--- src/design/stbe_pkg.sv ---
// Shared types and constants for the sprite tween and blink engine.
// No dependencies; stbe_lane and the top level import this package.
`timescale 1ns / 1ps
`default_nettype none

package stbe_pkg;

  // Configuration register indexes
  localparam logic [2:0] CFG_DURATION   = 3'd0;
  localparam logic [2:0] CFG_START_X    = 3'd1;
  localparam logic [2:0] CFG_END_X      = 3'd2;
  localparam logic [2:0] CFG_START_Y    = 3'd3;
  localparam logic [2:0] CFG_END_Y      = 3'd4;
  localparam logic [2:0] CFG_TOP_NIBBLE = 3'd5;

  localparam int CFG_INDEX_W = 3;
  localparam int CFG_DATA_W  = 16;

  // Blink counter limits
  localparam logic [4:0] BLINK_SHOW_MAX = 5'd13;
  localparam logic [4:0] BLINK_WRAP     = 5'd19;

  // Position word assembly
  localparam logic [16:0] POS_BIAS    = 17'd8;
  localparam logic [31:0] POS_MARKER  = 32'h4000_0000;
  localparam logic [10:0] TILE_MARKER = 11'h400;

  // Serial multiply / divide lengths
  localparam int MUL_STEPS = 16;
  localparam int DIV_STEPS = 32;

  typedef enum logic [1:0] {
    ST_IDLE,
    ST_CALC,
    ST_EMIT
  } eng_state_t;

  typedef enum logic [1:0] {
    LN_IDLE,
    LN_MUL,
    LN_DIV,
    LN_ADD
  } lane_phase_t;

  // Launch command shared by both axis lanes
  typedef struct packed {
    logic        go;
    logic        step_neg;
    logic [15:0] step_mag;
  } lane_req_t;

endpackage

`default_nettype wire

--- src/design/stbe_if.sv ---
// Valid/ready channel interfaces for tick items and result items.
// Depends on nothing; used by the top level ports.
`timescale 1ns / 1ps
`default_nettype none

interface stbe_in_if;
  logic        valid;
  logic        ready;
  logic [15:0] tile_source;
  logic        start_motion;

  modport source (output valid, output tile_source, output start_motion, input ready);
  modport sink   (input valid, input tile_source, input start_motion, output ready);
endinterface

interface stbe_out_if;
  logic               valid;
  logic               ready;
  logic               visible;
  logic        [31:0] position_word;
  logic        [10:0] tile_word;
  logic signed [15:0] pos_x;
  logic signed [15:0] pos_y;

  modport source (output valid, output visible, output position_word, output tile_word,
                  output pos_x, output pos_y, input ready);
  modport sink   (input valid, input visible, input position_word, input tile_word,
                  input pos_x, input pos_y, output ready);
endinterface

`default_nettype wire

--- src/design/stbe_lane.sv ---
// One axis of the tween: start + (step*(end-start))/duration, wrapped to 16 bits.
// Bit-serial shift-add multiply then restoring divide; depends on stbe_pkg.
`timescale 1ns / 1ps
`default_nettype none

module stbe_lane (
  input  wire logic                    clk,
  input  wire logic                    rst,
  input  wire stbe_pkg::lane_req_t     req,
  input  wire logic signed [15:0]      start_val,
  input  wire logic signed [15:0]      end_val,
  input  wire logic        [14:0]      dur,
  output logic signed      [15:0]      result,
  output logic                         done
);
  import stbe_pkg::*;

  lane_phase_t        phase;
  lane_phase_t        phase_next;
  logic        [4:0]  cnt;
  logic        [31:0] prod;
  logic        [15:0] mcand;
  logic        [14:0] rem;
  logic        [14:0] dur_r;
  logic signed [15:0] base;
  logic               neg;

  logic signed [16:0] diff;
  logic        [15:0] diff_mag;
  logic        [16:0] mul_sum;
  logic        [15:0] trial;
  logic               fits;
  logic        [15:0] quot;

  assign diff     = {end_val[15], end_val} - {start_val[15], start_val};
  assign diff_mag = diff[16] ? 16'(-diff) : diff[15:0];
  assign mul_sum  = {1'b0, prod[31:16]} + {1'b0, (prod[0] ? mcand : 16'd0)};
  assign trial    = {rem, prod[31]};
  assign fits     = trial >= {1'b0, dur_r};
  assign quot     = neg ? 16'(-prod[15:0]) : prod[15:0];
  assign result   = base + $signed(quot);
  assign done     = (phase == LN_ADD);

  always_ff @(posedge clk) begin
    if (rst) begin
      phase <= LN_IDLE;
    end else begin
      phase <= phase_next;
    end
  end

  always_comb begin
    phase_next = phase;
    unique case (phase)
      LN_IDLE: if (req.go) phase_next = LN_MUL;
      LN_MUL:  if (cnt == 5'(MUL_STEPS - 1)) phase_next = LN_DIV;
      LN_DIV:  if (cnt == 5'(DIV_STEPS - 1)) phase_next = LN_ADD;
      LN_ADD:  phase_next = LN_IDLE;
      default: phase_next = LN_IDLE;
    endcase
  end

  always_ff @(posedge clk) begin
    unique case (phase)
      LN_IDLE: begin
        if (req.go) begin
          prod  <= {16'd0, req.step_mag};
          mcand <= diff_mag;
          neg   <= diff[16] ^ req.step_neg;
          base  <= start_val;
          dur_r <= dur;
          rem   <= '0;
          cnt   <= '0;
        end
      end
      LN_MUL: begin
        // accumulate high half, retire one multiplier bit
        prod <= {mul_sum, prod[15:1]};
        cnt  <= (cnt == 5'(MUL_STEPS - 1)) ? 5'd0 : cnt + 5'd1;
      end
      LN_DIV: begin
        // one quotient bit per cycle shifts in at the bottom
        rem  <= fits ? 15'(trial - {1'b0, dur_r}) : trial[14:0];
        prod <= {prod[30:0], fits};
        cnt  <= cnt + 5'd1;
      end
      LN_ADD: begin
        cnt <= '0;
      end
      default: begin
        cnt <= '0;
      end
    endcase
  end

endmodule

`default_nettype wire

--- src/design/sprite_tween_blink_engine_top.sv ---
// Sprite tween and blink engine: one tick item in, one result item out.
// Depends on stbe_pkg, stbe_if and stbe_lane.
`timescale 1ns / 1ps
`default_nettype none

// Each accepted tick yields exactly one result. A tick with no motion step
// goes straight to the emit step, which loads its result into the output
// register; the next tick is taken once the engine returns to idle. A tick
// that advances the motion runs both axes in parallel through a bit-serial
// lane: shift-add multiply, restoring divide, the final add, and then the
// load of the output register. No new tick is taken until the result has
// been loaded and the engine is back in idle.
// The output register holds a result until the sink takes it; a finished
// tick waits in the emit step while that register is full and not being taken,
// and the next accept waits with it.
// Configuration registers reset to zero and are written through cfg_we,
// cfg_index and cfg_wdata; writes to indexes past the top nibble are ignored.
module sprite_tween_blink_engine_top (
  input  wire logic                               clk,
  input  wire logic                               rst,
  stbe_in_if.sink                                 in_item,
  stbe_out_if.source                              out_item,
  input  wire logic                               cfg_we,
  input  wire logic [stbe_pkg::CFG_INDEX_W-1:0]   cfg_index,
  input  wire logic [stbe_pkg::CFG_DATA_W-1:0]    cfg_wdata
);
  import stbe_pkg::*;

  // configuration
  logic        [14:0] duration;
  logic signed [15:0] start_x;
  logic signed [15:0] end_x;
  logic signed [15:0] start_y;
  logic signed [15:0] end_y;
  logic        [3:0]  top_nibble;

  // engine state
  eng_state_t         state;
  eng_state_t         state_next;
  logic        [15:0] step_count;
  logic               motion_active;
  logic        [4:0]  blink_count;
  logic signed [15:0] cur_x;
  logic signed [15:0] cur_y;
  logic               moved;
  logic        [10:0] tile_hi;

  // output register
  logic               out_valid;
  logic               out_visible;
  logic        [31:0] out_pw;
  logic        [10:0] out_tile;
  logic signed [15:0] out_x;
  logic signed [15:0] out_y;

  logic               accept;
  logic               emit;
  logic        [15:0] step_base;
  logic               active_base;
  logic               do_step;
  logic        [15:0] step_new;
  lane_req_t          lane_req;
  logic signed [15:0] lane_x;
  logic signed [15:0] lane_y;
  logic               lane_done;
  logic               lane_y_done;
  logic        [4:0]  blink_inc;
  logic        [16:0] x_bias;
  logic        [15:0] y_bias;
  logic        [31:0] pos_word;

  always_ff @(posedge clk) begin
    if (rst) begin
      duration   <= '0;
      start_x    <= '0;
      end_x      <= '0;
      start_y    <= '0;
      end_y      <= '0;
      top_nibble <= '0;
    end else if (cfg_we) begin
      unique case (cfg_index)
        CFG_DURATION:   duration   <= cfg_wdata[14:0];
        CFG_START_X:    start_x    <= cfg_wdata;
        CFG_END_X:      end_x      <= cfg_wdata;
        CFG_START_Y:    start_y    <= cfg_wdata;
        CFG_END_Y:      end_y      <= cfg_wdata;
        CFG_TOP_NIBBLE: top_nibble <= cfg_wdata[3:0];
        default: ;
      endcase
    end
  end

  // motion bookkeeping at accept
  assign step_base   = in_item.start_motion ? 16'd0 : step_count;
  assign active_base = in_item.start_motion ? (duration != 15'd0) : motion_active;
  assign do_step     = active_base && (duration != 15'd0);
  assign step_new    = step_base + 16'd1;

  assign lane_req.step_neg = step_new[15];
  assign lane_req.step_mag = step_new[15] ? 16'(-step_new) : step_new;
  assign lane_req.go       = accept && do_step;

  stbe_lane u_lane_x (
    .clk       (clk),
    .rst       (rst),
    .req       (lane_req),
    .start_val (start_x),
    .end_val   (end_x),
    .dur       (duration),
    .result    (lane_x),
    .done      (lane_done)
  );

  stbe_lane u_lane_y (
    .clk       (clk),
    .rst       (rst),
    .req       (lane_req),
    .start_val (start_y),
    .end_val   (end_y),
    .dur       (duration),
    .result    (lane_y),
    .done      (lane_y_done)
  );

  // result assembly
  assign blink_inc = (moved ? 5'd0 : blink_count) + 5'd1;
  assign x_bias    = {cur_x[15], cur_x} - POS_BIAS;
  assign y_bias    = cur_y - POS_BIAS[15:0];
  assign pos_word  = {{15{x_bias[16]}}, x_bias} | {y_bias, 16'd0} | POS_MARKER
                   | {top_nibble, 28'd0};

  assign in_item.ready          = (state == ST_IDLE);
  assign out_item.valid         = out_valid;
  assign out_item.visible       = out_visible;
  assign out_item.position_word = out_pw;
  assign out_item.tile_word     = out_tile;
  assign out_item.pos_x         = out_x;
  assign out_item.pos_y         = out_y;

  always_comb begin
    state_next = state;
    accept     = 1'b0;
    emit       = 1'b0;
    unique case (state)
      ST_IDLE: begin
        accept = in_item.valid;
        if (in_item.valid) state_next = do_step ? ST_CALC : ST_EMIT;
      end
      ST_CALC: begin
        if (lane_done && lane_y_done) state_next = ST_EMIT;
      end
      ST_EMIT: begin
        // hold until the output register is free
        emit = !out_valid || out_item.ready;
        if (emit) state_next = ST_IDLE;
      end
      default: state_next = ST_IDLE;
    endcase
  end

  always_ff @(posedge clk) begin
    if (rst) begin
      state         <= ST_IDLE;
      step_count    <= '0;
      motion_active <= 1'b0;
      blink_count   <= '0;
      cur_x         <= '0;
      cur_y         <= '0;
      moved         <= 1'b0;
      out_valid     <= 1'b0;
    end else begin
      state <= state_next;
      if (accept) begin
        moved <= do_step;
        if (do_step) begin
          step_count    <= step_new;
          motion_active <= !($signed(step_new) >= $signed({1'b0, duration}));
        end else begin
          step_count    <= step_base;
          motion_active <= 1'b0;
        end
      end
      if (state == ST_CALC && lane_done && lane_y_done) begin
        cur_x <= lane_x;
        cur_y <= lane_y;
      end
      if (emit) begin
        blink_count <= (blink_inc > BLINK_WRAP) ? 5'd0 : blink_inc;
        out_valid   <= 1'b1;
      end else if (out_item.ready) begin
        out_valid <= 1'b0;
      end
    end
  end

  always_ff @(posedge clk) begin
    if (accept) begin
      tile_hi <= in_item.tile_source[15:5];
    end
    if (emit) begin
      out_visible <= (blink_inc <= BLINK_SHOW_MAX);
      out_pw      <= pos_word;
      out_tile    <= tile_hi | TILE_MARKER;
      out_x       <= cur_x;
      out_y       <= cur_y;
    end
  end

endmodule

`default_nettype wire
--- src/flat_wrapper.sv ---
// flat-port wrapper written by rule: the top's interface ports become plain ports
module sprite_tween_blink_engine_top_flat import stbe_pkg::*;
  (clk, rst, cfg_we, cfg_index, cfg_wdata, in_item_valid, in_item_tile_source, in_item_start_motion, in_item_ready, out_item_valid, out_item_visible, out_item_position_word, out_item_tile_word, out_item_pos_x, out_item_pos_y, out_item_ready);
  stbe_in_if in_item_i ();
  stbe_out_if out_item_i ();
  input  wire logic clk;
  input  wire logic rst;
  input  wire logic cfg_we;
  input  wire logic [stbe_pkg::CFG_INDEX_W-1:0] cfg_index;
  input  wire logic [stbe_pkg::CFG_DATA_W-1:0] cfg_wdata;
  input wire logic [$bits(in_item_i.valid)-1:0] in_item_valid;
  input wire logic [$bits(in_item_i.tile_source)-1:0] in_item_tile_source;
  input wire logic [$bits(in_item_i.start_motion)-1:0] in_item_start_motion;
  output wire logic [$bits(in_item_i.ready)-1:0] in_item_ready;
  output wire logic [$bits(out_item_i.valid)-1:0] out_item_valid;
  output wire logic [$bits(out_item_i.visible)-1:0] out_item_visible;
  output wire logic [$bits(out_item_i.position_word)-1:0] out_item_position_word;
  output wire logic [$bits(out_item_i.tile_word)-1:0] out_item_tile_word;
  output wire logic [$bits(out_item_i.pos_x)-1:0] out_item_pos_x;
  output wire logic [$bits(out_item_i.pos_y)-1:0] out_item_pos_y;
  input wire logic [$bits(out_item_i.ready)-1:0] out_item_ready;
  assign in_item_i.valid = in_item_valid;
  assign in_item_i.tile_source = in_item_tile_source;
  assign in_item_i.start_motion = in_item_start_motion;
  assign in_item_ready = in_item_i.ready;
  assign out_item_valid = out_item_i.valid;
  assign out_item_visible = out_item_i.visible;
  assign out_item_position_word = out_item_i.position_word;
  assign out_item_tile_word = out_item_i.tile_word;
  assign out_item_pos_x = out_item_i.pos_x;
  assign out_item_pos_y = out_item_i.pos_y;
  assign out_item_i.ready = out_item_ready;
  sprite_tween_blink_engine_top u_core (.clk(clk), .rst(rst), .in_item(in_item_i), .out_item(out_item_i), .cfg_we(cfg_we), .cfg_index(cfg_index), .cfg_wdata(cfg_wdata));
endmodule
--- config.mk ---
export PLATFORM = sky130hd
export DESIGN_NAME = sprite_tween_blink_engine_top_flat
export DESIGN_NICKNAME = d
export VERILOG_FILES = /design/src/design/stbe_pkg.sv /design/src/design/stbe_if.sv /design/src/design/stbe_lane.sv /design/src/design/sprite_tween_blink_engine_top.sv /design/src/flat_wrapper.sv
export SDC_FILE = /design/constraint.sdc
export NUM_CORES = 1
export LEC_CHECK = 0
export ABC_AREA = 1
export BUFFER_PORTS_ARGS = -buffer_cell sky130_fd_sc_hd__buf_4
export CAP_MARGIN = 20
export CORE_ASPECT_RATIO = 0.9
export CORE_MARGIN = 1
export CORE_UTILIZATION = 56
export DETAILED_ROUTE_END_ITERATION = 8
export PLACE_DENSITY_LB_ADDON = 0.15
export REMOVE_ABC_BUFFERS = 1
export SYNTH_ARGS = -nofsm -noshare
export SYNTH_HDL_FRONTEND = slang
export SYNTH_SLANG_ARGS = --single-unit
--- constraint.sdc ---
create_clock -name clk -period 4.32 [get_ports clk]
set_input_delay 0.432 -clock clk [delete_from_list [all_inputs] [get_ports clk]]
set_output_delay 0.432 -clock clk [all_outputs]
set_load 0.05 [all_outputs]
==> Word level (Yosys, flattened, before mapping) <==
Index checks and enable logic that the tools add are counted.
{ "totals": {"inputBits": 41, "reg_bits": 430, "output_inout_bits": 78, "wordCells": 165} }
{ "op_classes": {"addsub": 19, "reduce_logical": 33, "magnitude_cmp": 5, "n_bitwise": 4, "n_eq_ne": 26, "mux": 42} }
{ "op_table": {"columns": ["op", "count"], "rows": [
  ["$pmux W32 S3", 2],
  ["$mux W16", 9],
  ["$neg A16 Y16", 5],
  ["$or A32 B32 Y32", 2],
  ["$pmux W15 S2", 2],
  ["$mux W15", 3],
  ["$pmux W5 S4", 2],
  ["$add A16 B16 Y17", 2],
  ["$sub A16 B16 Y17", 2],
  ["$add A16 B16 Y16", 2],
  ["$ge A16 B15 Y1", 2],
  ["$mux W32", 1],
  ["$sub A15 B15 Y15", 2],
  ["$mux W5", 5],
  ["$reduce_and A2 Y1", 12],
  ["$mux W2", 9],
  ["$sub A16 B5 Y17 const B", 1],
  ["$add A16 B1 Y16 const B", 1],
  ["$ge A16 B16 Y1", 1],
  ["$pmux W2 S4", 2],
  ["$sub A16 B4 Y16 const B", 1],
  ["$add A5 B1 Y5 const B", 3],
  ["$reduce_bool A15 Y1", 1],
  ["$eq A2 B2 Y1 const B", 5],
  ["other kinds (21)", 52]
]} }

==> Depth between registers and ports, before layout <==
{ "depth": {"word_depth": 6, "depth_mapped": 22, "mapped_depth_nobuf": 21} }

==> By module <==
A second synthesis with hierarchy kept.
{ "hier_totals": {"cells_unflattened": 3258, "hier_area_um2": 25934.9} }
{ "by_module_without_submodules": {"columns": ["mod", "seq_area_each_um2", "n_inst", "area_each_um2", "cells_each"], "rows": [
  ["sprite_tween_blink_engine_top", 5235.0, 1, 9374.0, 1095],
  ["stbe_lane (u_core.u_lane_x)", 3042.9, 1, 8316.7, 1079],
  ["stbe_lane (u_core.u_lane_y)", 3042.9, 1, 8244.2, 1084]
]} }

==> Least setup slack after synthesis <==
OpenSTA, ideal clock, no wires.
{ "synth_path": {"kind": "reg-to-reg", "start": "register u_core.out_valid, in the netlist u_core.out_item.valid", "end": "register u_core.blink_count[4]", "stages_incl_launch_ff": 7, "setup_ns": 0.132, "slack_ns": -0.157, "n_path_buf": 0, "period_less_slack_ns": 4.477, "t_required_ns": 4.188, "t_arrival_ns": 4.344, "cell_sequence": "dfxtp_1 inv_1 nor2_1 nor2_1 inv_1 nand2_1 a21oi_1"} }
{ "synth_between": {"elab_chain_len": 3} }
{ "synth_lines": {"columns": ["element", "line_no", "text"], "rows": [
  ["start, declared", "sprite_tween_blink_engine_top.sv:49", "logic out_valid;"],
  ["start signal, assigned", "sprite_tween_blink_engine_top.sv:170", "out_valid <= 1'b0;"],
  ["start signal, assigned", "sprite_tween_blink_engine_top.sv:189", "out_valid <= 1'b1;"],
  ["start signal, assigned", "sprite_tween_blink_engine_top.sv:191", "out_valid <= 1'b0;"],
  ["$logic_not A1 Y1", "sprite_tween_blink_engine_top.sv:154", "emit = !out_valid || out_item.ready;"],
  ["$logic_or A1 B1 Y1", "sprite_tween_blink_engine_top.sv:154", null],
  ["$mux W1", "sprite_tween_blink_engine_top.sv:144", "unique case (state)"],
  ["named net u_core.emit", "sprite_tween_blink_engine_top.sv:57", "logic emit;"],
  ["end signal, assigned", "sprite_tween_blink_engine_top.sv:188", "blink_count <= (blink_inc > BLINK_WRAP) ? 5'd0 : blink_inc;"],
  ["end, declared", "sprite_tween_blink_engine_top.sv:42", "logic [4:0] blink_count;"]
]} }
The timed path passes the listed nets, and every way through them passes these cells.
A chain may end at the register's enable or synchronous reset.

==> Worst setup path after layout <==
{ "layout_path": {"start": "register u_core.u_lane_x.prod[1]", "end": "register u_core.cur_x[15]"} }
{ "layout_between": {"elab_chain_len": 3} }
{ "layout_lines": {"columns": ["element", "line_no", "text"], "rows": [
  ["start, declared", "stbe_lane.sv:21", "logic [31:0] prod;"],
  ["start signal, assigned", "stbe_lane.sv:67", "prod <= {16'd0, req.step_mag};"],
  ["start signal, assigned", "stbe_lane.sv:78", "prod <= {mul_sum, prod[15:1]};"],
  ["start signal, assigned", "stbe_lane.sv:84", "prod <= {prod[30:0], fits};"],
  ["$neg A16 Y16", "stbe_lane.sv:40", "assign quot = neg ? 16'(-prod[15:0]) : prod[15:0];"],
  ["$mux W16 (*)", "stbe_lane.sv:40", null],
  ["$add A16 B16 Y16 (*)", "stbe_lane.sv:41", "assign result = base + $signed(quot);"],
  ["end signal, assigned", "sprite_tween_blink_engine_top.sv:184", "cur_x <= lane_x;"],
  ["end, declared", "sprite_tween_blink_engine_top.sv:43", "logic signed [15:0] cur_x;"]
]} }
Mark *: on every way between the ends. The rest lies on a longest branch, timed or not.

==> impl_metrics.csv <==
group,metric,value,unit
run_status,status,"completed",
synthesis,netlist_top_cells_area,"sky130_fd_sc_hd__edfxtp_1 34%, sky130_fd_sc_hd__dfxtp_1 12%, sky130_fd_sc_hd__ha_1 8.4%",
die,fp.dieW,223.7,um
clock_tree,cts_htree_levels,2,
global_routing,largest_net_degree_at_the_start_of_global_routing,71,
die,placeableCoreArea,43330,um2
global_routing,grt_antenna_before_repair,2,
global_routing,first_pass_grt_wire_length,101900,um
placed_design,port_buffers,110,
global_routing,grt_use_met1,40.19,%
finish,nNetsFinal,3239,
global_routing,grtUsageMet2,45.62,%
finish,n_fill_cell,3675,
clock_tree,tritoncts,"done",
die,initial_utilization,57.18,%
routing,vias,20400,
clock_tree,clk_pin_slew,0.06,ns
synthesis,seq_area_frac_synth,45.69,%
setup_path,rrSetupSlack,0.75,ns
synthesis,ys_seq_elements,425,
power,comb_power_share,41.8,%
synthesis,ys_dominant_reg_cell,"sky130_fd_sc_hd__edfxtp_1",
routing,detail_route.drc_violations,0,
timing,worst_slack_setup_final,0.7483,ns
timing,worst_pin_slew,1.019,ns
routing,dr.first_iter.drc_count,1748,
synthesis,number_of_flops_mapped_to_enable_cells_by_yosys,281,
clock_tree,postCtsSetupRepairBufs,0,
synthesis,synth_area_leader_cell,"sky130_fd_sc_hd__edfxtp_1",
setup_path,nature_of_the_critical_path_endpoint,"flop",
timing,timing.final.hold_violations,0,
clock_tree,clockRootBuffer,"sky130_fd_sc_hd__clkbuf_16",
timing,achievable-frequency,0.2800,GHz
die,top_level_ports,119,
routing,drtPass1Iterations,5,
finish,layout.cells.most_common_list,"494 x sky130_fd_sc_hd__nand2_1, 390 x sky130_fd_sc_hd__inv_1, 315 x sky130_fd_sc_hd__a21oi_1",
setup_path,startpoint_type,"flop",
global_routing,grt_pass1_vias,19160,
power,p_switching,6.834,mW
timing,max_transition_viols_final,0,
setup_path,crit_path_max_fanout,5,
finish,num_antenna_cells,0,
power,p_leak,12.14,nW
global_routing,grt-ovfl-total,0,
finish,multiInputGateArea,11540,um2
synthesis,synth.lib_cells_used.distinct,65,
finish,area.growth.synth_to_final,12.30,%
synthesis,post-synth-top-area-fraction,34.05,%
die,area_of_the_die,45090,um2
clock_tree,tritoncts_num_sinks,425,
finish,postLayoutCellArea,27830,um2
synthesis,synthesis.yosys.warnings,0,
timing,clock-skew-final,0.02540,ns
timing,timing.final.crit_period,3.572,ns
global_routing,top_usage_layer,"met2",
job,drv.max_cap_violation_count,0,
synthesis,share_of_async_settable_or_async_resettable_flops_after_synthesis,0,%
synthesis,syn_inst,2924,
placed_design,dpl_worst_slack,0.8948,ns
placed_design,global_placement_routability_congestion,0.9564,
setup_path,crit_required,4.79,ns
power,vdd.ir_drop.worst,0.0003928,V
synthesis,synthesis.area_per_instance,8.474,um2
power,clock_power_share,23.6,%
routing,route.detailed.vias_per_inst,5.587,
placed_design,dpl_cell_area,26230,um2
clock_tree,tritoncts.num_buffers,45,
placed_design,place.detailed.hpwl,47160,um
clock_tree,clk_path_buf_depth,3,
global_routing,gr-usage-all-layers,28.46,%
power,cellInternalPower,10.28,mW
routing,routed_wirelength,64020,um
power,switching_part_of_the_total,39.93,%
global_routing,global_route.usage.met3,4.366,%
clock_tree,ctsHoldBuffers,0,
timing,maxSlewHeadroom,31.35,%
timing,unrepaired_setup_endpoints_after_global_routing,"no",
power,power.sequential.fraction,34.5,%
routing,postRouteAntennaNets,0,
setup_path,worst_ep_arrival_time,4.04,ns
die,rows,72,
clock_tree,cts.repair.resized,0,
timing,finalSetupViolCount,0,
finish,final_layout_size_suffix_gt1_share,9.052,%
power,p_total,17.11,mW
power,powerDensity,615.0,nW/um2
synthesis,syn-cell-area,24780,um2
timing,finalCritPeriodShare,82.68,%
finish,sequential_area,11320,um2
setup_path,timing_worst_setup_path_type,"reg -> reg",
routing,wire_per_inst,17.53,um
die,fp.dieH,201.6,um
finish,mostFrequentLayoutCell,"sky130_fd_sc_hd__nand2_1",
clock_tree,source_to_sink_clock_delay_at_the_later_pin_of_the_worst_skew_pair,0.58,ns
hold_path,worstHoldPathType,"in -> reg",
## metal layers
layer	share of wire [%]	wire (um)
met3	7.0	4472
met4	2.0	1311
met5	0.027	17
met2	46	29240
met1	45	28980
## power by group through the flow
stage	clock [mW]	sequential, mW	combinational, mW
after floorplan	0	5.94	5.18
after global placement	0	5.95	6.90
after detailed placement	0	5.98	7.04
after CTS	4.12	5.90	7.10
after global routing	4.27	5.98	8.06
final	4.05	5.91	7.16
## layout make-up
cell class,instances,area share (%)
multi-input combinational,2001,41.49
sequential,425,40.68
inverter,407,5.508
clock buffer,65,4.951
timing repair buffer,144,4.065
tap,592,2.662
clock inverter,18,0.6430
## Yosys cell counts, drive strengths merged (6+ instances only)
cell    count
nand2     503
nor2      248
a21oi     318
fa          8
inv       402
o21bai      6
o21ai     256
nand4      29
o31ai       6
ha        166
a211oi      9
xor2      114
nand3b      6
dfxtp     144
a21o       14
o211ai     10
xnor2      37
buf        24
nor3       36
edfxtp    281
nor4        8
a31oi      22
nand3     133
o22ai      18
clkbuf     68
or2        12
## final timing paths
kind / endpoint / cells past startpoint / start
setup / recovery: u_core.cur_x[15]$_SDFFE_PP0P_ / 20 / u_core.u_lane_x.prod[1]$_DFFE_PP_
hold / removal: u_core.tile_hi[7]$_DFFE_PP_ / 1 / in_item_tile_source[12]
setup reg to reg: u_core.cur_x[15]$_SDFFE_PP0P_ / 20 / u_core.u_lane_x.prod[1]$_DFFE_PP_
hold reg to reg: u_core.out_item.tile_word[9]$_DFFE_PP_ / 0 / u_core.tile_hi[9]$_DFFE_PP_
## through the flow
step	hold WS [ns]	setup TNS (ns)	instances	utilization, %
final	0.03306	0	3652	64.22
after global routing	0.007746	0	3652	64.22
after CTS	0.006249	0	3650	64.13
after detailed placement	0.4054	0	3567	60.53
after global placement	0.4019	0	3567	60.53
after floorplan	0.4003	-91.77	2833	-
## critical path, stage by stage (launching register included)
cell,delay (ns)
sky130_fd_sc_hd__edfxtp_1,0.43
sky130_fd_sc_hd__inv_1,0.12
sky130_fd_sc_hd__ha_1,0.15
sky130_fd_sc_hd__inv_1,0.05
sky130_fd_sc_hd__nor3_1,0.20
sky130_fd_sc_hd__nand2_1,0.08
sky130_fd_sc_hd__nor2_1,0.11
sky130_fd_sc_hd__inv_1,0.08
sky130_fd_sc_hd__nor3_1,0.29
sky130_fd_sc_hd__nand4_1,0.18
sky130_fd_sc_hd__nand2_1,0.12
sky130_fd_sc_hd__xor2_1,0.19
sky130_fd_sc_hd__ha_1,0.31
sky130_fd_sc_hd__a21oi_1,0.27
sky130_fd_sc_hd__nor2_1,0.07
sky130_fd_sc_hd__a211oi_1,0.20
sky130_fd_sc_hd__nand2_1,0.08
sky130_fd_sc_hd__a31oi_1,0.26
sky130_fd_sc_hd__nor2_1,0.09
sky130_fd_sc_hd__o21ai_1,0.14
sky130_fd_sc_hd__inv_1,0.05
## cell families after synthesis
| family | share of synthesized area (%) |
|---|---|
| simple gates | 16.88 |
| fa+ha+maj | 9.028 |
| flops | 45.69 |
| compound gates | 15.09 |
| other cells | 0.01513 |
| xor+xnor | 5.443 |
| buf+inv | 7.857 |
Note: power is estimated with default switching activity, not from simulation.
